File: src/hdl/upfa_pkg.sv
// shared constants, types and helpers of the unit phase pipeline
package upfa_pkg;

  localparam int FRAC_BITS_DEF = 14;
  localparam int GUARD_BITS    = 8;
  localparam int INT_BITS      = 8;
  localparam int ANGLE_W       = 17;
  localparam int OUT_W         = 16;
  localparam int HORNER_ORDER  = 6;
  localparam int NORM_STAGES   = 5;
  localparam int NM_W          = 30;
  localparam int SUM_W         = 2 * NM_W + 1;
  localparam int ROOT_W        = NM_W + 1;
  localparam int RECIP_EXTRA   = 3;

  localparam longint OUT_MAX = (longint'(1) << (OUT_W - 1)) - 1;
  localparam longint OUT_MIN = -OUT_MAX - 1;

  typedef struct packed {
    logic zero;
    logic neg_r;
    logic neg_i;
  } upfa_side_t;

  // width of the horner terms, signed
  function automatic int p_width(input int frac_bits);
    return frac_bits + GUARD_BITS + INT_BITS;
  endfunction

  // accept to done strobe, in cycles
  function automatic int pipe_latency(input int frac_bits);
    return 3 * HORNER_ORDER + NORM_STAGES + ROOT_W + (frac_bits + 1) + 1;
  endfunction

  // saturate to the output field range
  function automatic logic signed [OUT_W-1:0] sat_out(input logic signed [63:0] v);
    logic signed [OUT_W-1:0] r;
    if (v > OUT_MAX) begin
      r = OUT_W'(OUT_MAX);
    end else if (v < OUT_MIN) begin
      r = OUT_W'(OUT_MIN);
    end else begin
      r = OUT_W'(v);
    end
    return r;
  endfunction

endpackage

File: src/hdl/upfa_normalize.sv
// magnitudes, scaling to a fixed window and sum of squares
module upfa_normalize
  import upfa_pkg::*;
#(
  parameter int FRAC_BITS = FRAC_BITS_DEF,
  localparam int P_W = p_width(FRAC_BITS)
) (
  input  logic                  clk,
  input  logic                  rst,
  input  logic                  in_valid,
  input  logic signed [P_W-1:0] in_re,
  input  logic signed [P_W-1:0] in_im,
  output logic                  out_valid,
  output logic [NM_W-1:0]       out_mr,
  output logic [NM_W-1:0]       out_mi,
  output logic [SUM_W-1:0]      out_sum,
  output upfa_side_t            out_side
);

  localparam int LEAD_W = $clog2(P_W + 1);
  localparam int WIDE_W = P_W + NM_W;

  logic v1, v2, v3, v4, v5;
  logic [P_W-1:0]  m1_r, m1_i, mx1, m2_r, m2_i;
  upfa_side_t      side1, side2, side3, side4, side5;
  logic [LEAD_W-1:0] shift2, shift_next;
  logic [NM_W-1:0] m3_r, m3_i, m4_r, m4_i, m5_r, m5_i;
  logic [2*NM_W-1:0] sq4_r, sq4_i;
  logic [SUM_W-1:0]  sum5;

  logic [P_W-1:0]    abs_r, abs_i;
  logic [WIDE_W-1:0] wide_r, wide_i;
  upfa_side_t        side_next;

  always_comb begin
    abs_r = in_re[P_W-1] ? P_W'(-in_re) : P_W'(in_re);
    abs_i = in_im[P_W-1] ? P_W'(-in_im) : P_W'(in_im);
    side_next.zero  = (in_re == '0) && (in_im == '0);
    side_next.neg_r = in_re[P_W-1];
    side_next.neg_i = in_im[P_W-1];
  end

  // one past the leading one of the larger magnitude
  always_comb begin
    shift_next = '0;
    for (int b = 0; b < P_W; b++) begin
      if (mx1[b]) begin
        shift_next = LEAD_W'(b + 1);
      end
    end
  end

  // leading one lands on the top bit of the window, low bits truncate
  always_comb begin
    wide_r = {m2_r, NM_W'(0)} >> shift2;
    wide_i = {m2_i, NM_W'(0)} >> shift2;
  end

  always_ff @(posedge clk) begin
    if (rst) begin
      v1 <= 1'b0;
      v2 <= 1'b0;
      v3 <= 1'b0;
      v4 <= 1'b0;
      v5 <= 1'b0;
    end else begin
      v1 <= in_valid;
      v2 <= v1;
      v3 <= v2;
      v4 <= v3;
      v5 <= v4;
    end
    m1_r  <= abs_r;
    m1_i  <= abs_i;
    mx1   <= (abs_r > abs_i) ? abs_r : abs_i;
    side1 <= side_next;
    m2_r   <= m1_r;
    m2_i   <= m1_i;
    shift2 <= shift_next;
    side2  <= side1;
    m3_r  <= wide_r[NM_W-1:0];
    m3_i  <= wide_i[NM_W-1:0];
    side3 <= side2;
    sq4_r <= (2*NM_W)'(m3_r) * (2*NM_W)'(m3_r);
    sq4_i <= (2*NM_W)'(m3_i) * (2*NM_W)'(m3_i);
    m4_r  <= m3_r;
    m4_i  <= m3_i;
    side4 <= side3;
    sum5  <= SUM_W'(sq4_r) + SUM_W'(sq4_i);
    m5_r  <= m4_r;
    m5_i  <= m4_i;
    side5 <= side4;
  end

  assign out_valid = v5;
  assign out_mr    = m5_r;
  assign out_mi    = m5_i;
  assign out_sum   = sum5;
  assign out_side  = side5;

endmodule

File: config.mk
export PLATFORM = sky130hd
export DESIGN_NAME = upfa_normalize
export DESIGN_NICKNAME = d
export VERILOG_FILES = /design/src/hdl/upfa_pkg.sv /design/src/hdl/upfa_normalize.sv
export SDC_FILE = /design/constraint.sdc
export NUM_CORES = 2
export LEC_CHECK = 0
export ABC_AREA = 1
export BUFFER_PORTS_ARGS = -buffer_cell sky130_fd_sc_hd__buf_4
export CAP_MARGIN = 40
export CORE_MARGIN = 2
export CORE_UTILIZATION = 59
export DETAILED_ROUTE_END_ITERATION = 6
export PLACE_DENSITY_LB_ADDON = 0.25
export SYNTH_ARGS = -nofsm -noshare
export SYNTH_HDL_FRONTEND = slang
export SYNTH_SLANG_ARGS = --single-unit
File: constraint.sdc
create_clock -name clk -period 7.3 [get_ports clk]
set_clock_uncertainty 0.15 [all_clocks]
set_input_delay 0.365 -clock clk [delete_from_list [all_inputs] [get_ports clk]]
set_output_delay 0.365 -clock clk [all_outputs]
set_load 0.1 [all_outputs]
## Yosys cells after proc, flatten, opt, wreduce, memory -nomap -nowiden

Index checks and enable logic that the tools add are counted.

- Mux-type cells: 32
- $add $sub $neg: 3
- Reductions and logical operators: 6
- Multipliers: 2
- Order comparisons: 1
- Shift-type cells: 2

Operators with widths:

| cell | count |
|---|---|
| $mul 30x30->60 | 2 |
| $shr 60x5->30 | 2 |
| $mux 30 | 3 |
| $mux 5 | 14 |
| $add 60x60->61 | 1 |
| $logic_not 30->1 | 2 |
| $neg 30->30 | 2 |
| $mux 4 | 8 |
| $gt 30x30->1 | 1 |
| $reduce_or 15->1 | 1 |
| $mux 3 | 4 |
| $reduce_or 7->1 | 1 |
| $mux 2 | 2 |
| $reduce_or 3->1 | 1 |
| $logic_and 1x1->1 | 1 |
| $mux 1 | 1 |

- Word-level logic and storage cells: 84
- Output and inout bits: 125
- Bits in registers: 536

## Logic depth before layout (Yosys ltp)

- Depth in word-level cells: 29
- Mapped depth: 35

## Least setup slack after synthesis

OpenSTA, ideal clock, no wires.

- Path kind: reg-to-reg
- From: reg m3_i[3]
- To: reg sq4_i[57]
- Arrival: 7.026 ns
- Buffers on the path: 2
- Path slack: -0.003 ns
- Period minus slack after synthesis: 7.303 ns
- Cell stages (with the launch flop): 33
- Cell sequence: dfxtp_1 > clkbuf_1 > buf_1 > nand2_1 > inv_1 > fa_1 > fa_1 > fa_1 > inv_1 > fa_1 > inv_1 > fa_1 > inv_1 > fa_1 > inv_1 > fa_1 > inv_1 > fa_1 > inv_1 > ha_1 > a21oi_1 > inv_1 > a21oi_1 > inv_1 > nor2_1 > o21ai_0 > a21oi_1 > o21a_1 > o21bai_2 > a21o_2 > a21oi_2 > o21ai_0 > xor2_1

- Word-level cells in the longest chain between the ends: 1

RTL lines:

| element | line | text |
|---|---|---|
| from (decl) | upfa_normalize.sv:27 | `logic [NM_W-1:0] m3_r, m3_i, m4_r, m4_i, m5_r, m5_i;` |
| from (signal assigned) | upfa_normalize.sv:82 | `m3_i <= wide_i[NM_W-1:0];` |
| $mul 30x30->60 | upfa_normalize.sv:85 | `sq4_i <= (2*NM_W)'(m3_i) * (2*NM_W)'(m3_i);` |
| to (signal assigned) | upfa_normalize.sv:85 |  |
| to (decl) | upfa_normalize.sv:28 | `logic [2*NM_W-1:0] sq4_r, sq4_i;` |

Every way passes these cells.
A chain may end at the register's enable or synchronous reset.

## Worst setup path in the final report

- From: reg m3_i[8]
- To: reg sq4_i[59]

Same word-level chain as after synthesis.

==> impl_metrics.toml <==
[run_status]
run_status = "completed"

[clock_network]
cts_sinks = 532
htreeDepth = 3
cts_tree = "built"
clk_path_buf_depth = 3
root_buffer = "clkbuf_16"
numCtsBuffers = 67
clock_latency_ns = 0.68
clk_pin_slew_ns = 0.06

[hold_path]
hp-class = "flop to flop"

[global_route]
first_global_vias = 59910
grt_usage = 0.3171
antenna_found_initial = 8
grt_pass1_wl_um = 310100
grt_overflow = 0
grt_max_degree = 73

[floorplanning]
die_area_sq_um = 123900
row_count = 127
initial_core_util = 0.5958
die_h_um = 352.1
fp.coreArea_sq_um = 120000
die-width_um = 352.1
ioPinCount = 188

[logic_synthesis]
syn_area_sq_um = 71470
ys_warn_count = 0
async_flop_share = 0
synth_edf_count = 0
ys_dominant_reg_cell = "dfxtp_1"
ys_seq_elements = 532
synth_fp_nets = 10400
syn_inst = 8325
postSynthAreaPerCell_sq_um = 8.586
yosysUniqueCellTypes = 67
yosysSeqAreaShare = 0.1490

[finish]
layout-drive-gt1-share = 0.1507
layout_commonest_cell = "inv_1"
nNetsFinal = 11090
most-common-layout-cells = "inv_1, nand2_1, fa_1"
num-fill-cells = 9186
fin_cells = 10680
syn2layout_area_growth_pct = 18.11

[critical_path]
path_buf_inv = 9
path_class = "flop to flop"
cp_common_cell = "nand2_1"
cp-end-kind = "flop"
crit_path_max_fanout = 8
critPathArrivalTime_ns = 7.67
worst_path_largest_cell_delay_ns = 0.54
cp-start-kind = "flop"
rrSetupSlack_ns = 0.006
required_ns = 7.68
critPathSlowestCell = "fa_1"
path_delay_family = "adder cells"

[place]
place_hpwl_um = 159300
numPlacedInstances = 10430
portBuffers = 187
globalplace.congestion = 0.9640

[route]
drt-total-wl_um = 195400
ant_nets = 0
drt_iter0_drc = 3879
wl_per_cell_um = 18.29
drc = 0
viasPerCell = 5.199
vias = 55540
drt-pass1-iter-count = 5

[timing]
max_freq_mhz = 137.1
setup_viol = 0
fin_crit_ns = 7.294
fin_setup_tns_ns = 0
final.period_utilization = 0.9991
worstMarginPinSlew_ns = 0.8743
max-slew-margin-rel = 0.4021
maxSlewViolCount = 0
hold_viol = 0
rsz0062_at_grt = "yes"

[flow_run]
maxCapViolations = 0
==> state kept, by name, indices dropped and copies added, names as in the netlist, 5 cells and up <==
register / flops
m1_i: 30
m1_r: 30
m2_i: 30
m2_r: 30
m3_i: 30
m3_r: 30
m4_i: 29
m4_r: 29
mx1: 30
out_mi: 30
out_mr: 30
out_sum: 61
shift2: 5
sq4_i: 59
sq4_r: 59
==> through the flow <==
stage | worst slack (ns) | cell area, sq um | util | hold WS (ns)
after CTS | -0.02187 | 82290 | 0.6859 | 0.1578
after global routing | -0.2264 | 84410 | 0.7036 | 0.1716
after global placement | -0.2515 | 78680 | 0.6558 | 0.1606
after detailed placement | -0.3958 | 78680 | 0.6558 | 0.1621
final | 0.006362 | 84420 | 0.7036 | 0.1552
after floorplan | 0.06132 | 71480 | - | 0.1596
==> Yosys cell counts, types with 6 or more instances <==
cell / count / area share
nor4_1: 13 / 0.0011
inv_1: 2449 / 0.13
o21ai_2: 9 / 0.0011
clkbuf_1: 188 / 0.0099
a21oi_2: 7 / 0.00086
nor3_1: 28 / 0.0020
a21boi_0: 6 / 0.00063
inv_2: 10 / 0.00053
ha_1: 615 / 0.11
or2_2: 20 / 0.0018
nand3_1: 119 / 0.0083
dfxtp_1: 532 / 0.15
o21ai_1: 9 / 0.00063
o21bai_1: 13 / 0.0014
o31ai_1: 8 / 0.00084
a31oi_1: 58 / 0.0051
o211ai_1: 22 / 0.0023
nand4_1: 23 / 0.0020
nand2_1: 1491 / 0.078
buf_1: 54 / 0.0028
o22ai_1: 9 / 0.00079
o21a_1: 26 / 0.0027
a22oi_1: 7 / 0.00074
xnor2_1: 93 / 0.011
a21oi_1: 288 / 0.020
xor2_1: 168 / 0.021
mux2i_1: 10 / 0.0014
fa_1: 1392 / 0.39
o221ai_1: 12 / 0.0015
a21o_1: 20 / 0.0021
nor2_1: 290 / 0.015
o21ai_0: 264 / 0.018
==> logic make-up (layout without fill, tap and decap cells) <==
logic type,Yosys count,after routing,share of synthesized area
buf+inv,2708,3452,0.1423
simple gates,2018,2018,0.1135
fa+ha+maj,2007,2007,0.4975
compound gates,783,783,0.06290
flops,532,532,0.1490
xor+xnor,267,267,0.03335
mux,10,10,0.001400
other cells,0,2,0
==> metal layers <==
layer  GRT usage  share of wire  vias to the layer above  wire [um]
met1      0.4055           0.39                    27370      76680
met4      0.1316          0.049                        2       9630
met5           0       0.000056                        -         11
met2      0.5328           0.48                     1967      94030
li1            -              -                    25690          -
met3     0.05671          0.077                      515      15040
==> final cells by class <==
class / count / area, sq um / share of cell area
clock buffers: 78 / 1798 / 0.02130
flip-flops and latches: 532 / 10750 / 0.1274
well taps: 1612 / 2017 / 0.02389
inverters: 2461 / 9238 / 0.1094
diodes: 2 / 5.005 / 0.00005929
clock inverters: 44 / 659.4 / 0.007811
multi-input cells: 5085 / 52220 / 0.6186
repair buffers: 869 / 7725 / 0.09151
==> final timing paths <==
kind / startpoint / endpoint / depth (start not counted)
setup / recovery: m3_i[8]$_SDFF_PN0_ / sq4_i[59]$_DFF_P_ / 32
hold / removal: m1_i[24]$_DFF_P_ / m2_i[24]$_DFF_P_ / 0
setup reg to reg: m3_i[8]$_SDFF_PN0_ / sq4_i[59]$_DFF_P_ / 32
hold reg to reg: m1_i[24]$_DFF_P_ / m2_i[24]$_DFF_P_ / 0
==> timing repair <==
| action | in CTS | in global routing |
|---|---|---|
| gates resized for setup | 93 | 433 |
| setup endpoints to repair | 40 | 56 |
| buffers inserted | 7 | 42 |
| gates cloned | 1 | 7 |
| hold buffers | 75 | 0 |
| endpoints found under the hold margin | 93 | 0 |
| pin swaps | 38 | 168 |
Power is left out: the tool's default activity adds up to more than one toggle a clock period on the data nets, which glitch-free logic cannot reach.
