**src/hdl/upfa_pkg.sv**
```systemverilog
// shared constants, types and helpers of the unit phase pipeline
package upfa_pkg;

  localparam int FRAC_BITS_DEF = 14;
  localparam int GUARD_BITS    = 8;
  localparam int INT_BITS      = 8;
  localparam int ANGLE_W       = 17;
  localparam int OUT_W         = 16;
  localparam int HORNER_ORDER  = 6;
  localparam int NORM_STAGES   = 5;
  localparam int NM_W          = 30;
  localparam int SUM_W         = 2 * NM_W + 1;
  localparam int ROOT_W        = NM_W + 1;
  localparam int RECIP_EXTRA   = 3;

  localparam longint OUT_MAX = (longint'(1) << (OUT_W - 1)) - 1;
  localparam longint OUT_MIN = -OUT_MAX - 1;

  typedef struct packed {
    logic zero;
    logic neg_r;
    logic neg_i;
  } upfa_side_t;

  // width of the horner terms, signed
  function automatic int p_width(input int frac_bits);
    return frac_bits + GUARD_BITS + INT_BITS;
  endfunction

  // accept to done strobe, in cycles
  function automatic int pipe_latency(input int frac_bits);
    return 3 * HORNER_ORDER + NORM_STAGES + ROOT_W + (frac_bits + 1) + 1;
  endfunction

  // saturate to the output field range
  function automatic logic signed [OUT_W-1:0] sat_out(input logic signed [63:0] v);
    logic signed [OUT_W-1:0] r;
    if (v > OUT_MAX) begin
      r = OUT_W'(OUT_MAX);
    end else if (v < OUT_MIN) begin
      r = OUT_W'(OUT_MIN);
    end else begin
      r = OUT_W'(v);
    end
    return r;
  endfunction

endpackage

```
**src/hdl/upfa_horner_step.sv**
```systemverilog
// one horner step p <- 1 + (i*a*p)/k in three register stages
module upfa_horner_step
  import upfa_pkg::*;
#(
  parameter int FRAC_BITS = FRAC_BITS_DEF,
  parameter int K = 1,
  localparam int P_W = p_width(FRAC_BITS)
) (
  input  logic                      clk,
  input  logic                      rst,
  input  logic                      in_valid,
  input  logic signed [ANGLE_W-1:0] in_angle,
  input  logic signed [P_W-1:0]     in_re,
  input  logic signed [P_W-1:0]     in_im,
  output logic                      out_valid,
  output logic signed [ANGLE_W-1:0] out_angle,
  output logic signed [P_W-1:0]     out_re,
  output logic signed [P_W-1:0]     out_im
);

  localparam int WORK_W = FRAC_BITS + GUARD_BITS;
  localparam int PROD_W = ANGLE_W + P_W;
  localparam int MAG_W  = PROD_W - FRAC_BITS;
  localparam int N_W    = MAG_W + 1;
  localparam int SH     = N_W + RECIP_EXTRA;
  localparam int RW     = SH + 1;
  localparam int QF_W   = N_W + RW;
  localparam int Q_W    = QF_W - SH;
  // ceiling reciprocal, exact floor division for n below 2^N_W
  localparam logic [RW-1:0] RECIP =
    RW'(((65'd1 << SH) + 65'(K) - 65'd1) / 65'(K));
  localparam logic [N_W-1:0]    HALF_K     = N_W'(K / 2);
  localparam logic [PROD_W-1:0] ROUND_HALF = PROD_W'(1) << (FRAC_BITS - 1);
  localparam logic signed [P_W-1:0] ONE_W  = P_W'(1) << WORK_W;

  logic v1, v2, v3;
  logic signed [ANGLE_W-1:0] angle1, angle2, angle3;
  logic signed [PROD_W-1:0]  prod_r, prod_i;
  logic [QF_W-1:0]           qf_r, qf_i;
  logic                      neg_r, neg_i;
  logic signed [P_W-1:0]     re3, im3;

  logic [PROD_W-1:0] mag_r, mag_i, sum_r, sum_i;
  logic [N_W-1:0]    n_r, n_i;
  logic [QF_W-1:0]   qf_r_next, qf_i_next;
  logic [Q_W-1:0]    q_r, q_i;
  logic signed [P_W-1:0] qs_r, qs_i, re_next, im_next;

  // rounded shift on magnitudes, then divide by k through the reciprocal
  always_comb begin
    mag_r = prod_r[PROD_W-1] ? PROD_W'(-prod_r) : PROD_W'(prod_r);
    mag_i = prod_i[PROD_W-1] ? PROD_W'(-prod_i) : PROD_W'(prod_i);
    sum_r = mag_r + ROUND_HALF;
    sum_i = mag_i + ROUND_HALF;
    n_r   = N_W'(sum_r[PROD_W-1:FRAC_BITS]) + HALF_K;
    n_i   = N_W'(sum_i[PROD_W-1:FRAC_BITS]) + HALF_K;
    qf_r_next = QF_W'(n_r) * QF_W'(RECIP);
    qf_i_next = QF_W'(n_i) * QF_W'(RECIP);
  end

  always_comb begin
    q_r  = qf_r[QF_W-1:SH];
    q_i  = qf_i[QF_W-1:SH];
    qs_r = P_W'(q_r);
    qs_i = P_W'(q_i);
    re_next = neg_r ? ONE_W - qs_r : ONE_W + qs_r;
    im_next = neg_i ? -qs_i : qs_i;
  end

  always_ff @(posedge clk) begin
    if (rst) begin
      v1 <= 1'b0;
      v2 <= 1'b0;
      v3 <= 1'b0;
    end else begin
      v1 <= in_valid;
      v2 <= v1;
      v3 <= v2;
    end
    angle1 <= in_angle;
    prod_r <= PROD_W'(in_angle) * PROD_W'(in_im);
    prod_i <= PROD_W'(in_angle) * PROD_W'(in_re);
    angle2 <= angle1;
    qf_r   <= qf_r_next;
    qf_i   <= qf_i_next;
    // real part takes the negated product since i*i = -1
    neg_r  <= ~prod_r[PROD_W-1];
    neg_i  <= prod_i[PROD_W-1];
    angle3 <= angle2;
    re3    <= re_next;
    im3    <= im_next;
  end

  assign out_valid = v3;
  assign out_angle = angle3;
  assign out_re    = re3;
  assign out_im    = im3;

endmodule

```
**config.mk**
```make
export PLATFORM = sky130hd
export DESIGN_NAME = upfa_horner_step
export DESIGN_NICKNAME = d
export VERILOG_FILES = /design/src/hdl/upfa_pkg.sv /design/src/hdl/upfa_horner_step.sv
export SDC_FILE = /design/constraint.sdc
export NUM_CORES = 2
export LEC_CHECK = 0
export ABC_AREA = 1
export BUFFER_PORTS_ARGS = -buffer_cell sky130_fd_sc_hd__buf_2
export CAP_MARGIN = 20
export CORE_UTILIZATION = 55
export CTS_CLUSTER_SIZE = 10
export DETAILED_ROUTE_END_ITERATION = 6
export PLACE_DENSITY = 0.77
export SLEW_MARGIN = 5
export SYNTH_ARGS = -nofsm -noshare
export SYNTH_HDL_FRONTEND = slang
export SYNTH_SLANG_ARGS = --single-unit
```
**constraint.sdc**
```tcl
create_clock -name clk -period 19.45 [get_ports clk]
set_clock_uncertainty 0.2 [all_clocks]
set_input_delay 1.945 -clock clk [delete_from_list [all_inputs] [get_ports clk]]
set_output_delay 1.945 -clock clk [all_outputs]
set_load 0.01 [all_outputs]
```
# After elaboration in Yosys (flattened, before gate mapping)
# Index checks and enable logic that the tools add are counted.
[totals] input_bits=80 reg_bits=270 elab_cells=28
[classes] n_bitwise=1 add_sub_neg=7 mul=2 n_mux=4
[ops] cell="multiplier 17 x 30 -> 47 bit" n=2
[ops] cell="adder 44 x 14 -> 44 bit (second input constant)" n=2
[ops] cell="2-to-1 mux 44 bit" n=2
[ops] cell="negator 44 bit" n=2
[ops] cell="2-to-1 mux 30 bit" n=2
[ops] cell="adder 24 x 30 -> 30 bit (first input constant)" n=1
[ops] cell="negator 30 bit" n=1
[ops] cell="subtractor 24 x 30 -> 30 bit (first input constant)" n=1
[ops] cell="NOT 1 bit" n=1

# Logic depth before layout (Yosys ltp)
[depth] ltp_word=3 mapped_depth=27 mapped_depth_nobuf=25

# Worst setup path after synthesis
# Ideal clock, no wire load.
[synth_path] path_type="input to register" startpoint="in in_re[29]" endpoint="reg prod_i[46]" cell_stages=19 setup_slack_ns=11.860 required_ns=19.127 path_buffers=2 arrival_ns=7.267 path_cell_list="clkbuf_1 > clkbuf_1 > nand2_1 > fa_1 > inv_1 > fa_1 > fa_1 > fa_1 > fa_1 > fa_1 > ha_1 > nand2_1 > nor2_1 > nand2_1 > nor4_1 > nand3_1 > nand3_1 > a21oi_1 > xor2_1"
[synth_via] elab_chain_len=1
[synth_rtl] element="start, declared" line="upfa_horner_step.sv:13" rtl="input logic signed [P_W-1:0] in_re,"
[synth_rtl] element="multiplier 17 x 30 -> 47 bit" line="upfa_horner_step.sv:82" rtl="prod_i <= PROD_W'(in_angle) * PROD_W'(in_re);"
[synth_rtl] element="end signal, assigned" line="upfa_horner_step.sv:82"
[synth_rtl] element="end, declared" line="upfa_horner_step.sv:38" rtl="logic signed [PROD_W-1:0] prod_r, prod_i;"
# Every way passes these cells.
# A chain may end at the register's enable or synchronous reset.

# Final worst setup path
[layout_path] startpoint="in in_angle[5]" endpoint="reg prod_i[46]"
[layout_via] elab_chain_len=1
[layout_rtl] element="start, declared" line="upfa_horner_step.sv:12" rtl="input logic signed [ANGLE_W-1:0] in_angle,"
[layout_rtl] element="multiplier 17 x 30 -> 47 bit" line="upfa_horner_step.sv:82"
# Every way passes these cells.

==> reports/qor.yml <==
status: "complete, no violations"
hpwl_um: 100100
netlist_area_sq_mm: 0.04813
register_area_sq_mm: 0.005325
wl_per_cell_um: 16.74
cts-resized-gates: 0
async_flop_share_pct: 0
ys.flop_type: "dfxtp_1"
relSlewSlack_pct: 37.20
dr.pass1.iters: 6
worstSetupStartpointType: "primary input"
grt_pass1_vias: 41945
area_delta_synth_final_pct: 5.179
r2r_start: "prod_i[46]$_DFF_P_"
critPathMaxStageDelay_ns: 0.81
fp.dieH_um: 297.8
required_ns: 19.69
yosysWarnings: 0
rsz0062_at_grt: "no"
min_from: "angle1[8]$_DFF_P_"
synth_fp_nets: 7565
clk_path_buf_depth: 3
endpoint_kind: "flip-flop"
crit_slowest_cell: "fa_1"
clk_latency_ns: 0.59
avgSynthCellArea_sq_um: 7.671
cts-buffers-inserted: 36
path_buf_inv: 3
grt_max_degree: 63
fmax_ghz: 0.1222
placementRows: 108
tritoncts: "done"
worst_slew_pin_slew_ns: 0.9420
crit_fanout: 40
slew_violations: 0
vias_per_cell: 5.163
synth_edf_count: 0
cpMostUsedCell: "fa_1"
fin_crit_sh_pct: 42.09
ys_ff_latch: 266
hold_buffers: 0
grt_pass1_wl_um: 208600
vias: 38216
initial_core_util_pct: 55.48
final_nets: 7525
clk_pin_slew_worst_paths_ns: 0.05
num-fill-cells: 7914
final_hold_viol_count: 0
maxCapViolations: 0
synth_cell_types: 52
critPathTopFamily: "adder cells"
io_buffers: 157
crit_chain: "buf_2 -> buf_4 -> nand2_1 -> fa_1 -> inv_1 -> fa_1 -> fa_1 -> fa_1 -> fa_1 -> fa_1 -> ha_1 -> nand2_1 -> nor2_1 -> nand2_1 -> nor4_1 -> nand3_1 -> nand3_1 -> a21oi_1 -> xor2_1"
grt_overflow_total: 0
tns_ns: 0
drc: 0
die_w_um: 297.8
die_area_sq_mm: 0.08869
post-route-util_pct: 58.35
track_usage_pct: 29.22
fin_crit_ns: 8.186
ant_nets: 0
path_class: "in -> reg"
setup_viol: 0
place.gp.congestion: 0.9741
core_area_sq_mm: 0.08675
drt_wl_total_um: 123900
drtIter0Drc: 1926
antenna_found_initial: 3
cts_root_buffer: "clkbuf_16"
multiInputGateArea_sq_mm: 0.03550
h-tree-depth: 2
postCtsSetupRepairBufs: 0
cts.sink_count: 266
critPathLaunch: "in_angle[5]"
synthCells: 6274
ys_seq_area_share_pct: 11.06
final_layout_size_suffix_gt1_share_pct: 5.219
worst_ep_arrival_time_ns: 8.43
holdCritPathClass: "reg -> reg"
ioPinCount: 158
[per-layer routing]
metal / vias up / global-route usage [%] / share of wire [%]
met3: 382 / 3.836 / 5.4
met4: 4 / 11.90 / 4.2
met1: 18798 / 33.07 / 37
met5: - / 0 / 0.019
met2: 1270 / 55.00 / 53
li1: 17762 / - / -
[synth_stat cells, types with 10 or more instances]
master    instances  area share (%)
a21oi_1         104             1.1
nor4_1           10            0.13
nand2_2          30            0.39
or2_2            16            0.21
nand2_1        1647              13
xnor2_1          66             1.2
nand3b_1         30            0.47
inv_1          1686              13
clkbuf_1        245             1.9
nand3_1         127             1.3
nor2_2           32            0.42
o21ai_0          78            0.81
nand4_1          37            0.48
nor3_1           24            0.25
fa_1            982              41
ha_1            229             6.0
xor2_1          115             2.1
nor2_1          415             3.2
a21o_1           16            0.25
dfxtp_1         266              11
a31oi_1          30            0.39
o21bai_1         12            0.19
[through the flow]
stage / hold WS [ns] / cell area (sq um) / setup WS (ns) / cells
after floorplan: 0.1096 / 48130 / 11.86 / 6274
after global placement: 0.1104 / 49540 / 10.89 / 7351
after detailed placement: 0.1121 / 49540 / 10.72 / 7351
after CTS: 0.1189 / 50620 / 11.31 / 7401
after global routing: 0.1272 / 50620 / 10.97 / 7402
final: 0.1120 / 50620 / 11.26 / 7402
[flip-flops by register name, indices dropped and copies added, names as in the netlist, 17 cells and up]
| name | flops |
|---|---|
| angle2 | 17 |
| prod_i | 45 |
| prod_r | 45 |
| out_im | 30 |
| qf_i | 30 |
| qf_r | 30 |
| angle1 | 17 |
| out_re | 30 |
| out_angle | 17 |
[worst reg2reg max path, cell delays in order (launching register included)]
cell     delay, ns
dfxtp_1       0.30
buf_4         0.42
o21ai_0       0.23
xor2_1        0.24
inv_1         0.09
ha_1          0.30
nand3_2       0.21
nor3_4        0.30
nand3_1       0.12
nand2_1       0.07
nand2_1       0.08
[worst paths after layout]
check,end,cells past startpoint,slack [ns]
worst max-delay path,prod_i[46]$_DFF_P_,19,11.26
worst min-delay path,angle2[8]$_DFF_P_,0,0.11
worst max register to register,qf_i[60]$_DFF_P_,10,16.77
worst min register to register,angle2[8]$_DFF_P_,0,0.11
[cell usage in the layout, fill, tap and decap left out, types with 10 or more instances in the layout]
cell       instances
ha_1             229
fa_1             982
nor2_2            32
buf_2            157
xor2_1           115
nand2_2           30
or2_2             16
nand3_1          127
dfxtp_1          266
clkbuf_16         37
nand2_1         1647
xnor2_1           66
a21oi_1          104
a31oi_1           30
nor4_1            10
o21bai_1          12
nor2_1           415
inv_1           1686
nand3b_1          30
nand4_1           37
buf_4             19
o21ai_0           78
a21o_1            16
nor3_1            24
[cells by family after synthesis]
family | after synthesis | share of synthesized area (%)
adder cells (fa/ha/maj) | 1211 | 46.80
XOR/XNOR | 184 | 3.419
buffers and inverters | 1942 | 15.17
AND/OR/NAND/NOR | 2394 | 20.26
flip-flops | 266 | 11.06
AO/OA/AOI/OAI | 277 | 3.281
[cell type report]
type | count | share of cell area, %
repair buffers | 176 | 1.834
multi-input cells | 4066 | 70.13
clock inverters | 9 | 0.2398
inverters | 1688 | 12.52
diodes | 1 | 0.004944
flip-flops and latches | 266 | 10.52
clock buffers | 41 | 1.898
well taps | 1155 | 2.855
Power is not shown: default switching activity piles up to over one toggle a cycle in this logic, so the estimate is an artifact.
