`config.mk`:
```
export PLATFORM = sky130hd
export DESIGN_NAME = upfa_divide
export DESIGN_NICKNAME = d
export VERILOG_FILES = /design/src/hdl/upfa_pkg.sv /design/src/hdl/upfa_divide.sv
export SDC_FILE = /design/constraint.sdc
export NUM_CORES = 2
export LEC_CHECK = 0
export ABC_CLOCK_PERIOD_IN_PS = 9100
export BUFFER_PORTS_ARGS = -buffer_cell sky130_fd_sc_hd__buf_2
export CAP_MARGIN = 20
export CORE_MARGIN = 4
export CORE_UTILIZATION = 60
export DETAILED_ROUTE_END_ITERATION = 10
export GPL_TIMING_DRIVEN = 0
export PLACE_DENSITY = 0.81
export SLEW_MARGIN = 10
export SYNTH_ARGS = -nofsm -noshare
export SYNTH_HDL_FRONTEND = slang
export SYNTH_SLANG_ARGS = --single-unit
export TNS_END_PERCENT = 50
```
`constraint.sdc`:
```
create_clock -name clk -period 9.1 [get_ports clk]
set_clock_uncertainty 0.15 [all_clocks]
set_input_delay 0.91 -clock clk [delete_from_list [all_inputs] [get_ports clk]]
set_output_delay 0.91 -clock clk [all_outputs]
set_load 0.005 [all_outputs]
```
`src/hdl/upfa_pkg.sv`:
```
// shared constants, types and helpers of the unit phase pipeline
package upfa_pkg;

  localparam int FRAC_BITS_DEF = 14;
  localparam int GUARD_BITS    = 8;
  localparam int INT_BITS      = 8;
  localparam int ANGLE_W       = 17;
  localparam int OUT_W         = 16;
  localparam int HORNER_ORDER  = 6;
  localparam int NORM_STAGES   = 5;
  localparam int NM_W          = 30;
  localparam int SUM_W         = 2 * NM_W + 1;
  localparam int ROOT_W        = NM_W + 1;
  localparam int RECIP_EXTRA   = 3;

  localparam longint OUT_MAX = (longint'(1) << (OUT_W - 1)) - 1;
  localparam longint OUT_MIN = -OUT_MAX - 1;

  typedef struct packed {
    logic zero;
    logic neg_r;
    logic neg_i;
  } upfa_side_t;

  // width of the horner terms, signed
  function automatic int p_width(input int frac_bits);
    return frac_bits + GUARD_BITS + INT_BITS;
  endfunction

  // accept to done strobe, in cycles
  function automatic int pipe_latency(input int frac_bits);
    return 3 * HORNER_ORDER + NORM_STAGES + ROOT_W + (frac_bits + 1) + 1;
  endfunction

  // saturate to the output field range
  function automatic logic signed [OUT_W-1:0] sat_out(input logic signed [63:0] v);
    logic signed [OUT_W-1:0] r;
    if (v > OUT_MAX) begin
      r = OUT_W'(OUT_MAX);
    end else if (v < OUT_MIN) begin
      r = OUT_W'(OUT_MIN);
    end else begin
      r = OUT_W'(v);
    end
    return r;
  endfunction

endpackage

```
`src/hdl/upfa_divide.sv`:
```
// restoring division of both parts by the root, then sign and saturation
module upfa_divide
  import upfa_pkg::*;
#(
  parameter int FRAC_BITS = FRAC_BITS_DEF
) (
  input  logic                    clk,
  input  logic                    rst,
  input  logic                    in_valid,
  input  logic [NM_W-1:0]         in_mr,
  input  logic [NM_W-1:0]         in_mi,
  input  logic [ROOT_W-1:0]       in_root,
  input  upfa_side_t              in_side,
  output logic                    out_valid,
  output logic signed [OUT_W-1:0] out_re,
  output logic signed [OUT_W-1:0] out_im
);

  localparam int QB    = FRAC_BITS + 1;
  localparam int NUM_W = NM_W + FRAC_BITS + 2;
  localparam int D_W   = ROOT_W + 1;
  localparam logic [QB-1:0] ONE_Q = QB'(1) << FRAC_BITS;

  logic             vld   [1:QB];
  logic [NUM_W-1:0] rem_r [1:QB];
  logic [NUM_W-1:0] rem_i [1:QB];
  logic [QB-1:0]    q_r   [1:QB];
  logic [QB-1:0]    q_i   [1:QB];
  logic [D_W-1:0]   den   [1:QB];
  upfa_side_t       side  [1:QB];

  for (genvar i = 0; i < QB; i++) begin : g_step
    localparam int S = QB - 1 - i;

    logic             v_in;
    logic [NUM_W-1:0] rr_in, ri_in, dsh;
    logic [QB-1:0]    qr_in, qi_in;
    logic [D_W-1:0]   d_in;
    upfa_side_t       side_in;
    logic             take_r, take_i;

    if (i == 0) begin : g_first
      // numerator carries half the divisor for round to nearest
      assign v_in    = in_valid;
      assign rr_in   = (NUM_W'(in_mr) << (FRAC_BITS + 1)) + NUM_W'(in_root);
      assign ri_in   = (NUM_W'(in_mi) << (FRAC_BITS + 1)) + NUM_W'(in_root);
      assign qr_in   = '0;
      assign qi_in   = '0;
      assign d_in    = {in_root, 1'b0};
      assign side_in = in_side;
    end else begin : g_rest
      assign v_in    = vld[i];
      assign rr_in   = rem_r[i];
      assign ri_in   = rem_i[i];
      assign qr_in   = q_r[i];
      assign qi_in   = q_i[i];
      assign d_in    = den[i];
      assign side_in = side[i];
    end

    assign dsh    = NUM_W'(d_in) << S;
    assign take_r = rr_in >= dsh;
    assign take_i = ri_in >= dsh;

    always_ff @(posedge clk) begin
      if (rst) begin
        vld[i+1] <= 1'b0;
      end else begin
        vld[i+1] <= v_in;
      end
      rem_r[i+1] <= take_r ? rr_in - dsh : rr_in;
      rem_i[i+1] <= take_i ? ri_in - dsh : ri_in;
      q_r[i+1]   <= take_r ? qr_in | (QB'(1) << S) : qr_in;
      q_i[i+1]   <= take_i ? qi_in | (QB'(1) << S) : qi_in;
      den[i+1]   <= d_in;
      side[i+1]  <= side_in;
    end
  end

  logic [QB-1:0]           mag_r, mag_i;
  logic signed [63:0]      val_r, val_i;
  logic signed [OUT_W-1:0] re_next, im_next;
  logic                    done_q;
  logic signed [OUT_W-1:0] re_q, im_q;

  always_comb begin
    mag_r = (q_r[QB] > ONE_Q) ? ONE_Q : q_r[QB];
    mag_i = (q_i[QB] > ONE_Q) ? ONE_Q : q_i[QB];
    val_r = side[QB].neg_r ? -$signed(64'(mag_r)) : $signed(64'(mag_r));
    val_i = side[QB].neg_i ? -$signed(64'(mag_i)) : $signed(64'(mag_i));
    if (side[QB].zero) begin
      // zero magnitude maps to plus one
      re_next = sat_out($signed(64'(ONE_Q)));
      im_next = '0;
    end else begin
      re_next = sat_out(val_r);
      im_next = sat_out(val_i);
    end
  end

  always_ff @(posedge clk) begin
    if (rst) begin
      done_q <= 1'b0;
    end else begin
      done_q <= vld[QB];
    end
    re_q <= re_next;
    im_q <= im_next;
  end

  assign out_valid = done_q;
  assign out_re    = re_q;
  assign out_im    = im_q;

endmodule

```
Word level (Yosys, flattened, before mapping)
Memory sizes are Yosys's and may differ from the RTL's. A register that Yosys moved wholly into a read port is not among the register bits.
Index checks and enable logic that the tools add are counted.
- memories: 7
- RAM bits: 2370
- register bits after elaboration: 32
- $lt $le $gt $ge: 36
- add/subtract/negate cells: 34
- reduce and logical (&&, ||, !) cells: 2
- bitwise operators: 15
- muxes and demuxes: 86
- memory list (name ; depth ; width ; rd ports ; clocked after Yosys merged registers in ; wr ports ; RTL line ; source):
    rem_i ; 15 ; 46 ; 14 ; 0 ; 15 ; upfa_divide.sv:26 ; logic [NUM_W-1:0] rem_i [1:QB];
    rem_r ; 15 ; 46 ; 14 ; 0 ; 15 ; upfa_divide.sv:25 ; logic [NUM_W-1:0] rem_r [1:QB];
    den ; 15 ; 32 ; 14 ; 0 ; 15 ; upfa_divide.sv:29 ; logic [D_W-1:0] den [1:QB];
    q_i ; 15 ; 15 ; 15 ; 0 ; 15 ; upfa_divide.sv:28 ; logic [QB-1:0] q_i [1:QB];
    q_r ; 15 ; 15 ; 15 ; 0 ; 15 ; upfa_divide.sv:27 ; logic [QB-1:0] q_r [1:QB];
    side ; 15 ; 3 ; 15 ; 0 ; 15 ; upfa_divide.sv:30 ; upfa_side_t side [1:QB];
    +1 memories ; n/a ; n/a ; n/a ; n/a ; n/a ; n/a ;
- operators by type and width (cell ; count):
    46-bit two-way mux ; 30
    64-bit by 16-bit greater-than comparator with 1-bit output, second input constant ; 2
    64-bit by 16-bit less-than comparator with 1-bit output, second input constant ; 2
    64-bit two-way mux ; 2
    15-bit negation with 64-bit output ; 2
    45-bit by 31-bit adder with 46-bit output ; 2
    46-bit by 32-bit greater-or-equal comparator with 1-bit output ; 2
    46-bit by 33-bit greater-or-equal comparator with 1-bit output ; 2
    46-bit by 34-bit greater-or-equal comparator with 1-bit output ; 2
    46-bit by 35-bit greater-or-equal comparator with 1-bit output ; 2
    46-bit by 36-bit greater-or-equal comparator with 1-bit output ; 2
    46-bit by 37-bit greater-or-equal comparator with 1-bit output ; 2
    46-bit by 38-bit greater-or-equal comparator with 1-bit output ; 2
    46-bit by 39-bit greater-or-equal comparator with 1-bit output ; 2
    46-bit by 40-bit greater-or-equal comparator with 1-bit output ; 2
    46-bit by 41-bit greater-or-equal comparator with 1-bit output ; 2
    46-bit by 42-bit greater-or-equal comparator with 1-bit output ; 2
    46-bit by 43-bit greater-or-equal comparator with 1-bit output ; 2
    46-bit by 44-bit greater-or-equal comparator with 1-bit output ; 2
    46-bit by 45-bit greater-or-equal comparator with 1-bit output ; 2
    46-bit greater-or-equal comparator ; 2
    46-bit by 32-bit subtractor with 46-bit output ; 2
    46-bit by 33-bit subtractor with 46-bit output ; 2
    46-bit by 34-bit subtractor with 46-bit output ; 2
    31 further kinds ; 97

Logic depth before layout (Yosys ltp)
An unclocked memory read counts as a cell.
- depth after elaboration: 8
- gate-level depth with buffers: 25

Least setup slack after synthesis
No wires, ideal clock.
- path type: input -> register
- from: input port in_mr[0]
- to: register, netlist name rem_r[0][79]
- data required time: 8.829 ns
- arrival time: 5.542 ns
- library setup time: 0.121 ns
- stages: 23
- buffers on the path: 0
- slack: 3.288 ns
- cell sequence: ha_1 -> fa_1 -> a21o_1 -> a21oi_1 -> o21bai_1 -> a41o_1 -> nand4_1 -> o21ai_0 -> o41ai_1 -> nor2b_1 -> nand2_1 -> xnor2_1 -> ha_1 -> nand3_1 -> nor2_1 -> nand2_1 -> a21oi_1 -> o221ai_1 -> o21a_1 -> a2111oi_0 -> a211oi_2 -> inv_2 -> mux2_2
- RTL lines (what ; RTL line ; source):
    from (decl) ; upfa_divide.sv:10 ; input logic [NM_W-1:0] in_mr,

==> flow_summary.yaml <==
logic_synthesis:
  netlist_instances: 11200
  yosys_warnings: 0
  yosys-mux-area-fraction_pct: 1.96
  synth.net_count: 12300
  ys.flop_type: "dfxtp_1"
  synth_xor_area_share_pct: 8.70
  synthArstFlopShare_pct: 0
  avgSynthCellArea_um2: 8.73
  synth-edff-count: 0
  synth_top_family_by_area: "compound AO/OA/AOI/OAI gates"
  synth_area_leader_cell: "dfxtp_1"
  yosys.area_share.simple_pct: 15.3
  yosys-top-cells-area: "dfxtp_1, ha_1, a21oi_1"
  synth_compound_gate_area_share_pct: 20.4
  seq_area_frac_synth_pct: 37.1
  ys_types: 110
  synth_seq_cells: 1817
  synthAdderAreaFrac_pct: 12.7
  syn-cell-area_mm2: 0.0981
  yosysTopAreaCellShare_pct: 37.1
power:
  p_per_area_mw_per_mm2: 402
  leakage_nw: 48.5
  ir_worst_vdd_mv: 0.279
layout:
  fillers: 13500
  layout-area-overhead-vs-synth_pct: 10.5
  layout_common_cells: "dfxtp_1, a21oi_1, ha_1"
  final_common_cell: "dfxtp_1"
  multi_input_area_mm2: 0.0580
  finalNetCount: 12600
  ff_latch_area_mm2: 0.0364
  drive_gt1_share_pct: 6.49
worst_setup_path:
  crit_fanout: 10
  critPathMaxStageDelay_ns: 0.87
  critPathTopFamily: "compound AO/OA/AOI/OAI gates"
  critPathBufInv: 2
  worstSetupEndpointType: "flip-flop"
  crit_chain: "buf_2, ha_1, a21o_1, a21oi_1, o21ai_0, nand3_1, o211ai_1, a31oi_1, o21bai_1, nand2_1, xnor2_1, ha_1, a21o_1, nand2b_1, a211o_1, a21oi_1, nand2_1, o221ai_1, o21a_1, a2111oi_0, a211oi_2, clkbuf_1, o21ai_0"
  cp.required_ns: 9.62
  critPathKind: "in -> reg"
  start_kind: "primary input"
  arrival_ns: 7.92
  cpMaxStageDelayCell: "a211oi_2"
cts:
  clk_pin_slew_ns: 0.06
  clock_sinks: 1817
  clock_latency_ns: 0.89
  htreeDepth: 4
  cts_resized: 0
  clockBufferDepth: 3
  cts_tree: "built"
  clock-root-buffer: "clkbuf_16"
  cts_buffers: 184
timing:
  setup_tns_ns: 0
  whs_ns: 0.0828
  finalCriticalPeriod_ns: 7.40
  maxSlewHeadroom_pct: 14.8
  post-route-period-util_pct: 81.3
  worstMarginPinSlew_ns: 1.27
  hold_violations: 0
  max_freq_mhz: 135
  final_max_slew_viol_count: 0
  rsz0062_at_grt: "no"
  setup_viol: 0
grt:
  first_global_vias: 82700
  antenna_found_initial: 21
  grtUsageTotal_pct: 37.5
  grt-ovfl-total: 0
  grt_pass1_wl_um: 489000
  grt_max_degree: 19
die:
  die_w_um: 412
  fp-row-count: 148
  core_mm2: 0.163
  die_y_um: 412
  io_pins: 130
  start_util_pct: 60.3
  dieArea_mm2: 0.170
flow_run:
  max-cap-violations: 0
run_status:
  status: "completed"
detailed_routing:
  vias_per_cell: 6.15
  drtAntennaViolNets: 0
  drt-pass1-iter-count: 7
  routed_wl_um: 329000
  num_vias: 85600
  avgRoutedWirePerCell_um: 23.7
  drc: 0
  drt_iter0_markers: 8408
placed_design:
  dpl.hpwl_um: 267000
  io_buffer_count: 128
  gp_congestion: 1.05
min_path:
  hp-class: "in -> reg"
-- repair_timing --
| item | 4_1_cts | 5_1_grt |
|---|---|---|
| setup buffers | 0 | 0 |
| endpoints found under the setup margin | 0 | 0 |
| hold buffers | 3 | 0 |
| hold endpoints to repair | 3 | 0 |
-- layout make-up --
| class | instances | share of cell area [%] |
|---|---|---|
| inverter | 730 | 2.53 |
| timing repair buffer | 137 | 0.665 |
| clock inverter | 97 | 1.47 |
| buffer | 255 | 0.961 |
| antenna | 14 | 0.0323 |
| multi-input combinational | 8433 | 53.5 |
| sequential | 1817 | 33.6 |
| clock buffer | 247 | 4.81 |
| tap | 2175 | 2.51 |
-- metrics by stage --
| stage | instances | total power, mW | setup WS, ns | util (%) | area (um^2) |
|---|---|---|---|---|---|
| floorplan | 11200 | 28.2 | 3.29 | - | 98100 |
| global placement | 13500 | 34.2 | 0.801 | 62.4 | 101000 |
| detailed placement | 13500 | 34.6 | 1.31 | 62.5 | 102000 |
| CTS | 13900 | 43.0 | 2.20 | 66.7 | 108000 |
| global route | 13900 | 46.1 | 1.58 | 66.7 | 108000 |
| finish | 13900 | 43.6 | 1.70 | 66.7 | 108000 |
-- cell usage after synthesis (93+ instances only) --
cell,count
dfxtp_1,1817
a21oi_1,1012
ha_1,951
nand2_1,926
o21ai_0,785
nor2_1,750
inv_1,721
xnor2_1,572
a21o_1,475
xor2_1,403
nand3_1,230
nor3_1,201
clkbuf_1,198
nand2b_1,178
nand4_1,154
nor2b_1,153
mux2_2,146
o21bai_1,134
o21a_1,123
nor4_1,107
a31oi_1,93
-- final timing paths --
check / start / end / slack (ns) / cells after the start
max: in_root[15] / rem_r[0][63] / 1.70 / 23
min reg2reg: q_i[1][91] / q_i[1][106] / 0.16 / 0
min: in_root[1] / rem_r[0][47] / 0.08 / 1
max reg2reg: rem_r[0][93] / rem_r[0][175] / 3.19 / 15
-- state kept, by name (all words and copies together), names as in the netlist --
| name | cells |
|---|---|
| den | 315 |
| out_im | 16 |
| side | 45 |
| rem_r | 609 |
| q_i | 120 |
| q_r | 120 |
| out_valid | 1 |
| vld | 15 |
| out_re | 16 |
| rem_i | 560 |
-- power breakdown --
group / leakage (nW) / switching, mW / internal (mW)
Clock: 3.26 / 3.38 / 4.81
Combinational: 30.0 / 12.8 / 9.05
Sequential: 15.3 / 2.59 / 10.9
-- cells by family (layout without fill, tap and decap cells) --
kind of cell / Yosys count / in the layout
muxes: 172 / 172
xor gates and xnor gates: 975 / 975
and+or+nand+nor: 3106 / 3106
AOI/OAI and AO/OA: 3199 / 3199
buffers and inverters: 985 / 1466
other: 0 / 14
DFF: 1817 / 1817
adders and majority gates: 981 / 981
-- metal layers --
metal  track usage [%]  vias to the layer above  routed length (um)
met5                 0                        -                 103
met4              23.9                       16               24400
met3              7.44                      906               26700
met2              61.3                     3910              148000
met1              45.1                    40300              130000
li1                  -                    40400                   -
No activity file was read; power rests on OpenSTA's default activity.
